<file path="src/kfu_pkg.sv">
// kfu_pkg: shared types and constants for the keyed fifo with update unit
// depends on nothing; used by kfu_cell and keyed_fifo_with_update_unit
package kfu_pkg;

    localparam int DEPTH  = 16;
    localparam int KEY_W  = 32;
    localparam int VAL_W  = 32;
    localparam int OP_W   = 2;
    localparam int STAT_W = 3;
    localparam int CNT_W  = $clog2(DEPTH + 1);

    localparam logic [OP_W-1:0] OP_INSERT = 2'd0;
    localparam logic [OP_W-1:0] OP_REMOVE = 2'd1;
    localparam logic [OP_W-1:0] OP_FIND   = 2'd2;

    localparam logic [STAT_W-1:0] ST_APPENDED  = 3'd0;
    localparam logic [STAT_W-1:0] ST_UPDATED   = 3'd1;
    localparam logic [STAT_W-1:0] ST_REMOVED   = 3'd2;
    localparam logic [STAT_W-1:0] ST_FOUND     = 3'd3;
    localparam logic [STAT_W-1:0] ST_EMPTY     = 3'd4;
    localparam logic [STAT_W-1:0] ST_NOT_FOUND = 3'd5;
    localparam logic [STAT_W-1:0] ST_FULL      = 3'd6;

    typedef struct packed {
        logic [OP_W-1:0]         op;
        logic [KEY_W-1:0]        key;
        logic signed [VAL_W-1:0] value;
    } t_in;

    typedef struct packed {
        logic [STAT_W-1:0]       status;
        logic [KEY_W-1:0]        out_key;
        logic signed [VAL_W-1:0] out_value;
        logic [CNT_W-1:0]        occupancy;
    } t_out;

    typedef struct packed {
        logic             valid;
        logic [KEY_W-1:0] key;
        logic [VAL_W-1:0] value;
    } t_cell_data;

    typedef struct packed {
        logic             pop;
        logic             upd;
        logic             app;
        logic [KEY_W-1:0] key;
        logic [VAL_W-1:0] value;
    } t_cell_cmd;

endpackage

</file>
<file path="src/kfu_cell.sv">
// kfu_cell: one queue slot holding a key, a value and a valid bit
// shifts toward the head on pop; depends on kfu_pkg
module kfu_cell (
    input  logic                i_clk,
    input  logic                i_rst_n,
    input  kfu_pkg::t_cell_cmd  i_cmd,
    input  logic                i_prev_valid,
    input  kfu_pkg::t_cell_data i_next,
    output kfu_pkg::t_cell_data o_data,
    output logic                o_match
);

    logic                    r_valid;
    logic                    n_valid;
    logic [kfu_pkg::KEY_W-1:0] r_key;
    logic [kfu_pkg::KEY_W-1:0] n_key;
    logic [kfu_pkg::VAL_W-1:0] r_value;
    logic [kfu_pkg::VAL_W-1:0] n_value;

    assign o_match = r_valid && (r_key == i_cmd.key);
    assign o_data  = '{valid: r_valid, key: r_key, value: r_value};

    always_comb begin
        n_valid = r_valid;
        n_key   = r_key;
        n_value = r_value;
        if (i_cmd.pop) begin
            n_valid = i_next.valid;
            n_key   = i_next.key;
            n_value = i_next.value;
        end else if (i_cmd.app && !r_valid && i_prev_valid) begin
            n_valid = 1'b1;
            n_key   = i_cmd.key;
            n_value = i_cmd.value;
        end else if (i_cmd.upd && o_match) begin
            n_value = i_cmd.value;
        end
    end

    always_ff @(posedge i_clk) begin
        if (!i_rst_n) begin
            r_valid <= 1'b0;
        end else begin
            r_valid <= n_valid;
        end
    end

    always_ff @(posedge i_clk) begin
        r_key   <= n_key;
        r_value <= n_value;
    end

endmodule

</file>
<file path="src/keyed_fifo_with_update_unit.sv">
// keyed_fifo_with_update_unit: queue of unique keys with in-place value update
// row of kfu_cell slots, oldest entry in slot zero; depends on kfu_pkg, kfu_cell
//
//  channel | direction | handshake                  | payload
//  in      | input     | i_in_valid / o_in_ready    | i_in_data  (op, key, value)
//  out     | output    | o_out_valid / i_out_ready  | o_out_data (status, key, value, occupancy)
//
// one transaction per cycle while results are taken; the result appears in the cycle after acceptance
// every slot compares its key in parallel, a pop shifts all slots by one
// a result waiting in the output register does not block the next transaction
// if it is taken in the same cycle; otherwise o_in_ready drops
// synchronous active-low reset empties the queue; no clearing pass
module keyed_fifo_with_update_unit (
    input  logic          i_clk,
    input  logic          i_rst_n,
    input  logic          i_in_valid,
    output logic          o_in_ready,
    input  kfu_pkg::t_in  i_in_data,
    output logic          o_out_valid,
    input  logic          i_out_ready,
    output kfu_pkg::t_out o_out_data
);

    kfu_pkg::t_cell_data               w_cell [kfu_pkg::DEPTH];
    logic [kfu_pkg::DEPTH-1:0]         w_match;
    logic [kfu_pkg::DEPTH-1:0]         w_valid_vec;
    kfu_pkg::t_cell_cmd                w_cmd;
    logic                              w_accept;
    logic                              w_is_find;
    logic                              w_is_remove;
    logic                              w_is_insert;
    logic                              w_hit;
    logic                              w_full;
    logic                              w_empty;
    logic [kfu_pkg::VAL_W-1:0]         w_found_value;

    logic [kfu_pkg::CNT_W-1:0]         r_count;
    logic [kfu_pkg::CNT_W-1:0]         n_count;
    logic                              r_out_valid;
    kfu_pkg::t_out                     r_out;
    kfu_pkg::t_out                     n_out;

    assign o_in_ready  = !r_out_valid || i_out_ready;
    assign w_accept    = i_in_valid && o_in_ready;
    assign o_out_valid = r_out_valid;
    assign o_out_data  = r_out;

    // op code 3 decodes as find
    assign w_is_find   = i_in_data.op[1];
    assign w_is_remove = !i_in_data.op[1] && (i_in_data.op == kfu_pkg::OP_REMOVE);
    assign w_is_insert = (i_in_data.op == kfu_pkg::OP_INSERT);

    assign w_hit   = |w_match;
    assign w_full  = (r_count == kfu_pkg::CNT_W'(kfu_pkg::DEPTH));
    assign w_empty = (r_count == '0);

    assign w_cmd.pop   = w_accept && w_is_remove && !w_empty;
    assign w_cmd.upd   = w_accept && w_is_insert && w_hit;
    assign w_cmd.app   = w_accept && w_is_insert && !w_hit && !w_full;
    assign w_cmd.key   = i_in_data.key;
    assign w_cmd.value = i_in_data.value;

    genvar g;
    generate
        for (g = 0; g < kfu_pkg::DEPTH; g++) begin : g_cell
            logic                w_prev_valid;
            kfu_pkg::t_cell_data w_next;
            if (g == 0) begin : g_first
                assign w_prev_valid = 1'b1;
            end else begin : g_rest
                assign w_prev_valid = w_cell[g-1].valid;
            end
            if (g == kfu_pkg::DEPTH - 1) begin : g_last
                assign w_next = '0;
            end else begin : g_inner
                assign w_next = w_cell[g+1];
            end
            kfu_cell u_cell (
                .i_clk        (i_clk),
                .i_rst_n      (i_rst_n),
                .i_cmd        (w_cmd),
                .i_prev_valid (w_prev_valid),
                .i_next       (w_next),
                .o_data       (w_cell[g]),
                .o_match      (w_match[g])
            );
            assign w_valid_vec[g] = w_cell[g].valid;
        end
    endgenerate

    always_comb begin
        w_found_value = '0;
        for (int i = 0; i < kfu_pkg::DEPTH; i++) begin
            w_found_value = w_found_value | (w_match[i] ? w_cell[i].value : '0);
        end
    end

    always_comb begin
        n_count           = r_count;
        n_out.status      = kfu_pkg::ST_NOT_FOUND;
        n_out.out_key     = i_in_data.key;
        n_out.out_value   = '0;
        if (w_is_find) begin
            if (w_hit) begin
                n_out.status    = kfu_pkg::ST_FOUND;
                n_out.out_value = w_found_value;
            end
        end else if (w_is_remove) begin
            if (w_empty) begin
                n_out.status = kfu_pkg::ST_EMPTY;
            end else begin
                n_out.status    = kfu_pkg::ST_REMOVED;
                n_out.out_key   = w_cell[0].key;
                n_out.out_value = w_cell[0].value;
                n_count         = r_count - kfu_pkg::CNT_W'(1);
            end
        end else begin
            if (w_hit) begin
                n_out.status = kfu_pkg::ST_UPDATED;
            end else if (w_full) begin
                n_out.status = kfu_pkg::ST_FULL;
            end else begin
                n_out.status = kfu_pkg::ST_APPENDED;
                n_count      = r_count + kfu_pkg::CNT_W'(1);
            end
        end
        n_out.occupancy = n_count;
    end

    always_ff @(posedge i_clk) begin
        if (!i_rst_n) begin
            r_count     <= '0;
            r_out_valid <= 1'b0;
        end else begin
            if (w_accept) begin
                r_count     <= n_count;
                r_out_valid <= 1'b1;
            end else if (i_out_ready) begin
                r_out_valid <= 1'b0;
            end
        end
    end

    always_ff @(posedge i_clk) begin
        if (w_accept) begin
            r_out <= n_out;
        end
    end

    a_count_matches_slots: assert property (@(posedge i_clk) disable iff (!i_rst_n)
        $countones(w_valid_vec) == 32'(r_count))
        else $error("slot valid bits disagree with entry count");

    a_keys_unique: assert property (@(posedge i_clk) disable iff (!i_rst_n)
        $onehot0(w_match))
        else $error("key matched in more than one slot");

    a_occupancy_tracks: assert property (@(posedge i_clk) disable iff (!i_rst_n)
        o_out_valid |-> (o_out_data.occupancy == r_count))
        else $error("reported occupancy differs from entry count");

    a_full_status: assert property (@(posedge i_clk) disable iff (!i_rst_n)
        (o_out_valid && (o_out_data.status == kfu_pkg::ST_FULL))
            |-> (o_out_data.occupancy == kfu_pkg::CNT_W'(kfu_pkg::DEPTH)))
        else $error("full status with free slots");

    a_pop_shrinks: assert property (@(posedge i_clk) disable iff (!i_rst_n)
        w_cmd.pop |=> (r_count == $past(r_count) - kfu_pkg::CNT_W'(1)))
        else $error("pop did not reduce entry count");

endmodule
</file>
<file path="config.mk">
export PLATFORM = sky130hd
export DESIGN_NAME = keyed_fifo_with_update_unit
export DESIGN_NICKNAME = d
export VERILOG_FILES = /design/src/kfu_pkg.sv /design/src/kfu_cell.sv /design/src/keyed_fifo_with_update_unit.sv
export SDC_FILE = /design/constraint.sdc
export NUM_CORES = 2
export LEC_CHECK = 0
export ABC_AREA = 1
export BUFFER_PORTS_ARGS = -buffer_cell sky130_fd_sc_hd__buf_2
export CORE_ASPECT_RATIO = 1.2
export CORE_MARGIN = 2
export CORE_UTILIZATION = 45
export DETAILED_ROUTE_END_ITERATION = 7
export GPL_TIMING_DRIVEN = 0
export PLACE_DENSITY_LB_ADDON = 0.15
export SYNTH_ARGS = -nofsm -noshare
export SYNTH_HDL_FRONTEND = slang
export SYNTH_HIERARCHICAL = 1
export SYNTH_SLANG_ARGS = --single-unit
export TNS_END_PERCENT = 50
</file>
<file path="constraint.sdc">
create_clock -name i_clk -period 4.1 [get_ports i_clk]
set_input_delay 0.205 -clock i_clk [delete_from_list [all_inputs] [get_ports i_clk]]
set_output_delay 0.205 -clock i_clk [all_outputs]
set_load 0.02 [all_outputs]
</file>
==> out/qor.csv <==
stage,metric,value,unit
outcome,outcome,"complete, but fails checks",
outcome,failing checks,"max-capacitance violations, max-slew violations",
worst_setup_path,kind of launch point of the worst setup path,register,
route,DR iter-0 viols,7854,
sta,final worst path period need,4.074,ns
power,cell internal power dissipation,0.02086,W
cells_and_area,final core area utilization,51.80,%
clock_network,"Clk pin slew, worst setup/hold paths",0.07,ns
die,Chip Height,416.2,um
cells_and_area,"Area growth, synth to finish",14.60,%
sta,final setup violation count,0,
route,per-cell via count in the routed design,5.589,
placement,buffers added on ports,143,
logic_synthesis,top cells by instance count after synthesis,"4211 x sky130_fd_sc_hd__nand2_1, 1096 x sky130_fd_sc_hd__edfxtp_1, 950 x sky130_fd_sc_hd__inv_1",
worst_setup_path,worst reg2reg path depth,21,
route,sum of routed wire length over all layers,260.1,mm
grt,largest net degree at the start of global routing,80,
die,die extent in x,347.5,um
route,WL per Instance,24.30,um
worst_setup_path,worst setup slack for register-to-register paths,0.03,ns
route,number of remaining DRC errors,0,
sta,headroom to the max-slew limit,-7.172,%
logic_synthesis,most repeated cell in the gate-level netlist after synthesis,sky130_fd_sc_hd__nand2_1,
route,final antenna-violating net count,0,
clock_network,Clock H-tree levels,3,
min_path,class of the tightest hold or removal check,in -> reg,
sta,post-route clock period utilization,99.37,%
grt,GR Overflow Total,0,
clock_network,worst skew pair latency,0.79,ns
grt,GRT Resource Usage Total,35.04,%
worst_setup_path,reg-to-reg endpoint,g_cell[9].u_cell/r_value[2],
die,total die area,144600,um^2
power,sequential cell fraction of total power,47.3,%
die,area of the core,140900,um^2
logic_synthesis,Post-Synthesis Cells,8329,
power,clock share of power,40.6,%
run,number of maximum-capacitance constraint violations,4,
cells_and_area,fin nets,8828,
power,sw frac,27.39,%
sta,Fmax achieved,245.4,MHz
worst_setup_path,worst r2r src,g_cell[9].u_cell/r_key[6],
sta,clk_skew,0.04484,ns
clock_network,CTS tree,yes,
cells_and_area,layout cell share with drive strength beyond 1,8.620,%
worst_setup_path,maximum net fanout on the critical path,14,
worst_setup_path,Critical Path Stages,21,
grt,antenna violations before repair,7,
clock_network,maximum clock insertion buffer count,3,
logic_synthesis,area share of the leading cell type in the synthesized netlist,51.66,%
worst_setup_path,Worst setup EP type,register,
worst_setup_path,"Slowest-stage cell, CP",sky130_fd_sc_hd__edfxtp_1,
grt,first-pass GRT wire length,371.6,mm
route,TritonRoute pass-1 iters,6,
grt,via count of the first global-routing pass,56089,
sta,Setup WS post-layout,0.02571,ns
placement,worst-case setup slack after placement,-1.929,ns
power,portion of total power attributed to combinational logic,12.1,%
logic_synthesis,number of distinct library cell variants in the gate-level netlist after synthesis,41,
logic_synthesis,sequential area share after synthesis,52.35,%
clock_network,root buffer cell,sky130_fd_sc_hd__clkbuf_16,
logic_synthesis,warning count from the yosys run,6,
die,initial core utilization,45.20,%
logic_synthesis,largest cells by area after synthesis,"sky130_fd_sc_hd__edfxtp_1 52%, sky130_fd_sc_hd__nand2_1 25%, sky130_fd_sc_hd__inv_1 5.6%",
power,Static Leakage,33.44,nW
logic_synthesis,post-synthesis instance area,63710,um^2
logic_synthesis,Post-synth EDFFs,1096,
logic_synthesis,synthesized area per cell,7.649,um^2
worst_setup_path,required time reported for the critical path endpoint,4.58,ns
sta,Final Slew Violations,39,
worst_setup_path,Bufs and invs on worst path,7,
worst_setup_path,origin of the worst setup path,g_cell[9].u_cell/r_key[6],
worst_setup_path,critical path arrival,4.56,ns
worst_setup_path,kind of critical path,reg -> reg,
power,Switching Power,0.007870,W
logic_synthesis,register bit total from synthesis,1118,
die,Core Rows,151,
worst_setup_path,CP peak stage delay,0.48,ns
worst_setup_path,"Largest delay share family, worst path",simple AND/OR/NAND/NOR gates,
clock_network,# clock sinks,1118,
die,total I/O pin count,144,
clock_network,number of buffers created by CTS,121,
logic_synthesis,post-synth top area cell,sky130_fd_sc_hd__edfxtp_1,
sta,final hold violations,0,
power,power per cell area,393.5,nW/um^2
worst_setup_path,cell-by-cell listing of the critical path,nand2_1 > nand2_1 > nor2_1 > nand4_1 > nor2_1 > nand3_1 > nor2_4 > buf_4 > nor2_1 > nand2_1 > nor2_4 > buf_4 > nand2_4 > clkinv_2 > nor3_4 > buf_12 > buf_6 > buf_8 > nand3_2 > nand2_8 > clkbuf_16,
logic_synthesis,most used flip-flop cell after synthesis,sky130_fd_sc_hd__edfxtp_1,
power,Max IR drop VDD,0.0003318,V
placement,post-DP HPWL,184.7,mm
logic_synthesis,"Async S/R FF share, synth",0,%
route,count of vias placed by the detailed router,59834,
worst_setup_path,endpoint of the worst setup timing path,g_cell[9].u_cell/r_value[2],
sta,transition at the pin with the smallest max-transition slack,1.608,ns
placement,gp weighted congestion,0.9682,
==> state kept, by name, indices dropped and copies added (netlist names) <==
name / count
g_cell.u_cell/r_key: 512
g_cell.u_cell/r_value: 512
o_out_data: 72
g_cell.u_cell/r_valid: 16
r_count: 5
o_out_valid: 1
==> routing by layer <==
metal | global-route usage [%] | wire (um) | vias to the layer above
met5 | 0 | 14 | -
met4 | 16.65 | 13830 | 2
met3 | 6.363 | 28820 | 643
met2 | 55.07 | 115200 | 3565
met1 | 46.95 | 102200 | 28334
li1 | - | - | 27290
==> worst min path at each step <==
stage | startpoint | endpoint | slack, ns | cells past startpoint
floorplan | i_rst_n | g_cell[0].u_cell/r_valid | 0.34 | 2
global placement | g_cell[14].u_cell/r_value[27] | g_cell[13].u_cell/r_value[27] | 0.53 | 2
detailed placement | g_cell[12].u_cell/r_value[29] | g_cell[11].u_cell/r_value[29] | 0.53 | 2
CTS | i_rst_n | g_cell[0].u_cell/r_valid | 0.04 | 3
global route | i_rst_n | g_cell[3].u_cell/r_valid | 0.09 | 3
finish | i_rst_n | g_cell[1].u_cell/r_valid | 0.1 | 3
==> area by class of cell <==
cell class	instances	area, um^2
clock inverter	57	649.4
sequential	1118	33350
multi-input combinational	5994	25890
clock buffer	173	3497
tap	1836	2297
inverter	970	3647
antenna	6	15.01
buffer	319	1738
fill	13761	67930
timing repair buffer	232	1921
==> layout by cell type (no fill, tap or decap), types with 22 or more instances in the layout <==
cell and instances:
sky130_fd_sc_hd__nand2_1 4178, sky130_fd_sc_hd__clkbuf_1 123, sky130_fd_sc_hd__nor2_1 471, sky130_fd_sc_hd__conb_1 66, sky130_fd_sc_hd__nor3_1 66, sky130_fd_sc_hd__o21ai_0 509
sky130_fd_sc_hd__clkbuf_16 126, sky130_fd_sc_hd__inv_1 950, sky130_fd_sc_hd__xnor2_1 63, sky130_fd_sc_hd__or2_2 32, sky130_fd_sc_hd__buf_2 267, sky130_fd_sc_hd__buf_4 113
sky130_fd_sc_hd__a221oi_1 82, sky130_fd_sc_hd__clkinv_2 27, sky130_fd_sc_hd__dlygate4sd3_1 35, sky130_fd_sc_hd__a21oi_1 24, sky130_fd_sc_hd__edfxtp_1 1096, sky130_fd_sc_hd__dfxtp_1 22
sky130_fd_sc_hd__nand3_1 151, sky130_fd_sc_hd__xor2_1 49, sky130_fd_sc_hd__nand4_1 136
==> per-stage QoR <==
stage / instances / total power, W / hold slack [ns] / TNS, ns / cell area [um^2]
2_1_floorplan: 8393 / 0.01562 / 0.3372 / -15.73 / 63970
3_3_place_gp: 10372 / 0.01699 / 0.5261 / -4670.27 / 66990
3_5_place_dp: 10393 / 0.01708 / 0.5298 / -1453.62 / 67490
4_1_cts: 10679 / 0.02869 / 0.03939 / 0 / 72640
5_1_grt: 10699 / 0.02955 / 0.08673 / -0.03872 / 72990
6_report: 10705 / 0.02873 / 0.09931 / 0 / 73010
==> worst register-to-register path: stages (launching register included) <==
cell	delay [ns]
sky130_fd_sc_hd__edfxtp_1	0.48
sky130_fd_sc_hd__nand2_1	0.11
sky130_fd_sc_hd__nand2_1	0.11
sky130_fd_sc_hd__nor2_1	0.12
sky130_fd_sc_hd__nand4_1	0.10
sky130_fd_sc_hd__nor2_1	0.14
sky130_fd_sc_hd__nand3_1	0.17
sky130_fd_sc_hd__nor2_4	0.27
sky130_fd_sc_hd__buf_4	0.22
sky130_fd_sc_hd__nor2_1	0.05
sky130_fd_sc_hd__nand2_1	0.12
sky130_fd_sc_hd__nor2_4	0.10
sky130_fd_sc_hd__buf_4	0.16
sky130_fd_sc_hd__nand2_4	0.10
sky130_fd_sc_hd__clkinv_2	0.10
sky130_fd_sc_hd__nor3_4	0.23
sky130_fd_sc_hd__buf_12	0.16
sky130_fd_sc_hd__buf_6	0.18
sky130_fd_sc_hd__buf_8	0.20
sky130_fd_sc_hd__nand3_2	0.22
sky130_fd_sc_hd__nand2_8	0.20
sky130_fd_sc_hd__clkbuf_16	0.24
==> power groups by stage <==
stage	clock (W)	sequential, W	combinational, W
after floorplan	0	0.0137	0.00187
after global placement	0	0.0138	0.00315
after detailed placement	0	0.0138	0.00326
after CTS	0.0117	0.0136	0.00336
after global routing	0.0121	0.0136	0.00379
final	0.0117	0.0136	0.00349
==> kinds of logic after synthesis <==
logic type	after synthesis	share of synthesized area, %
adder cells (fa/ha/maj)	2	0.03927
flip-flops	1118	52.35
AND/OR/NAND/NOR	5128	31.52
other	2	0.01179
XOR/XNOR	114	1.567
AO/OA/AOI/OAI	676	6.094
buffers and inverters	1289	8.413
==> repair_timing <==
item	4_1_cts	5_1_grt
setup endpoints to repair	1040	375
gates cloned	8	3
hold buffers	35	0
endpoints found under the hold margin	515	0
resized for setup	70	32
buffers inserted	13	17
pin swaps	18	12
Power figures use the tool's default switching activity.
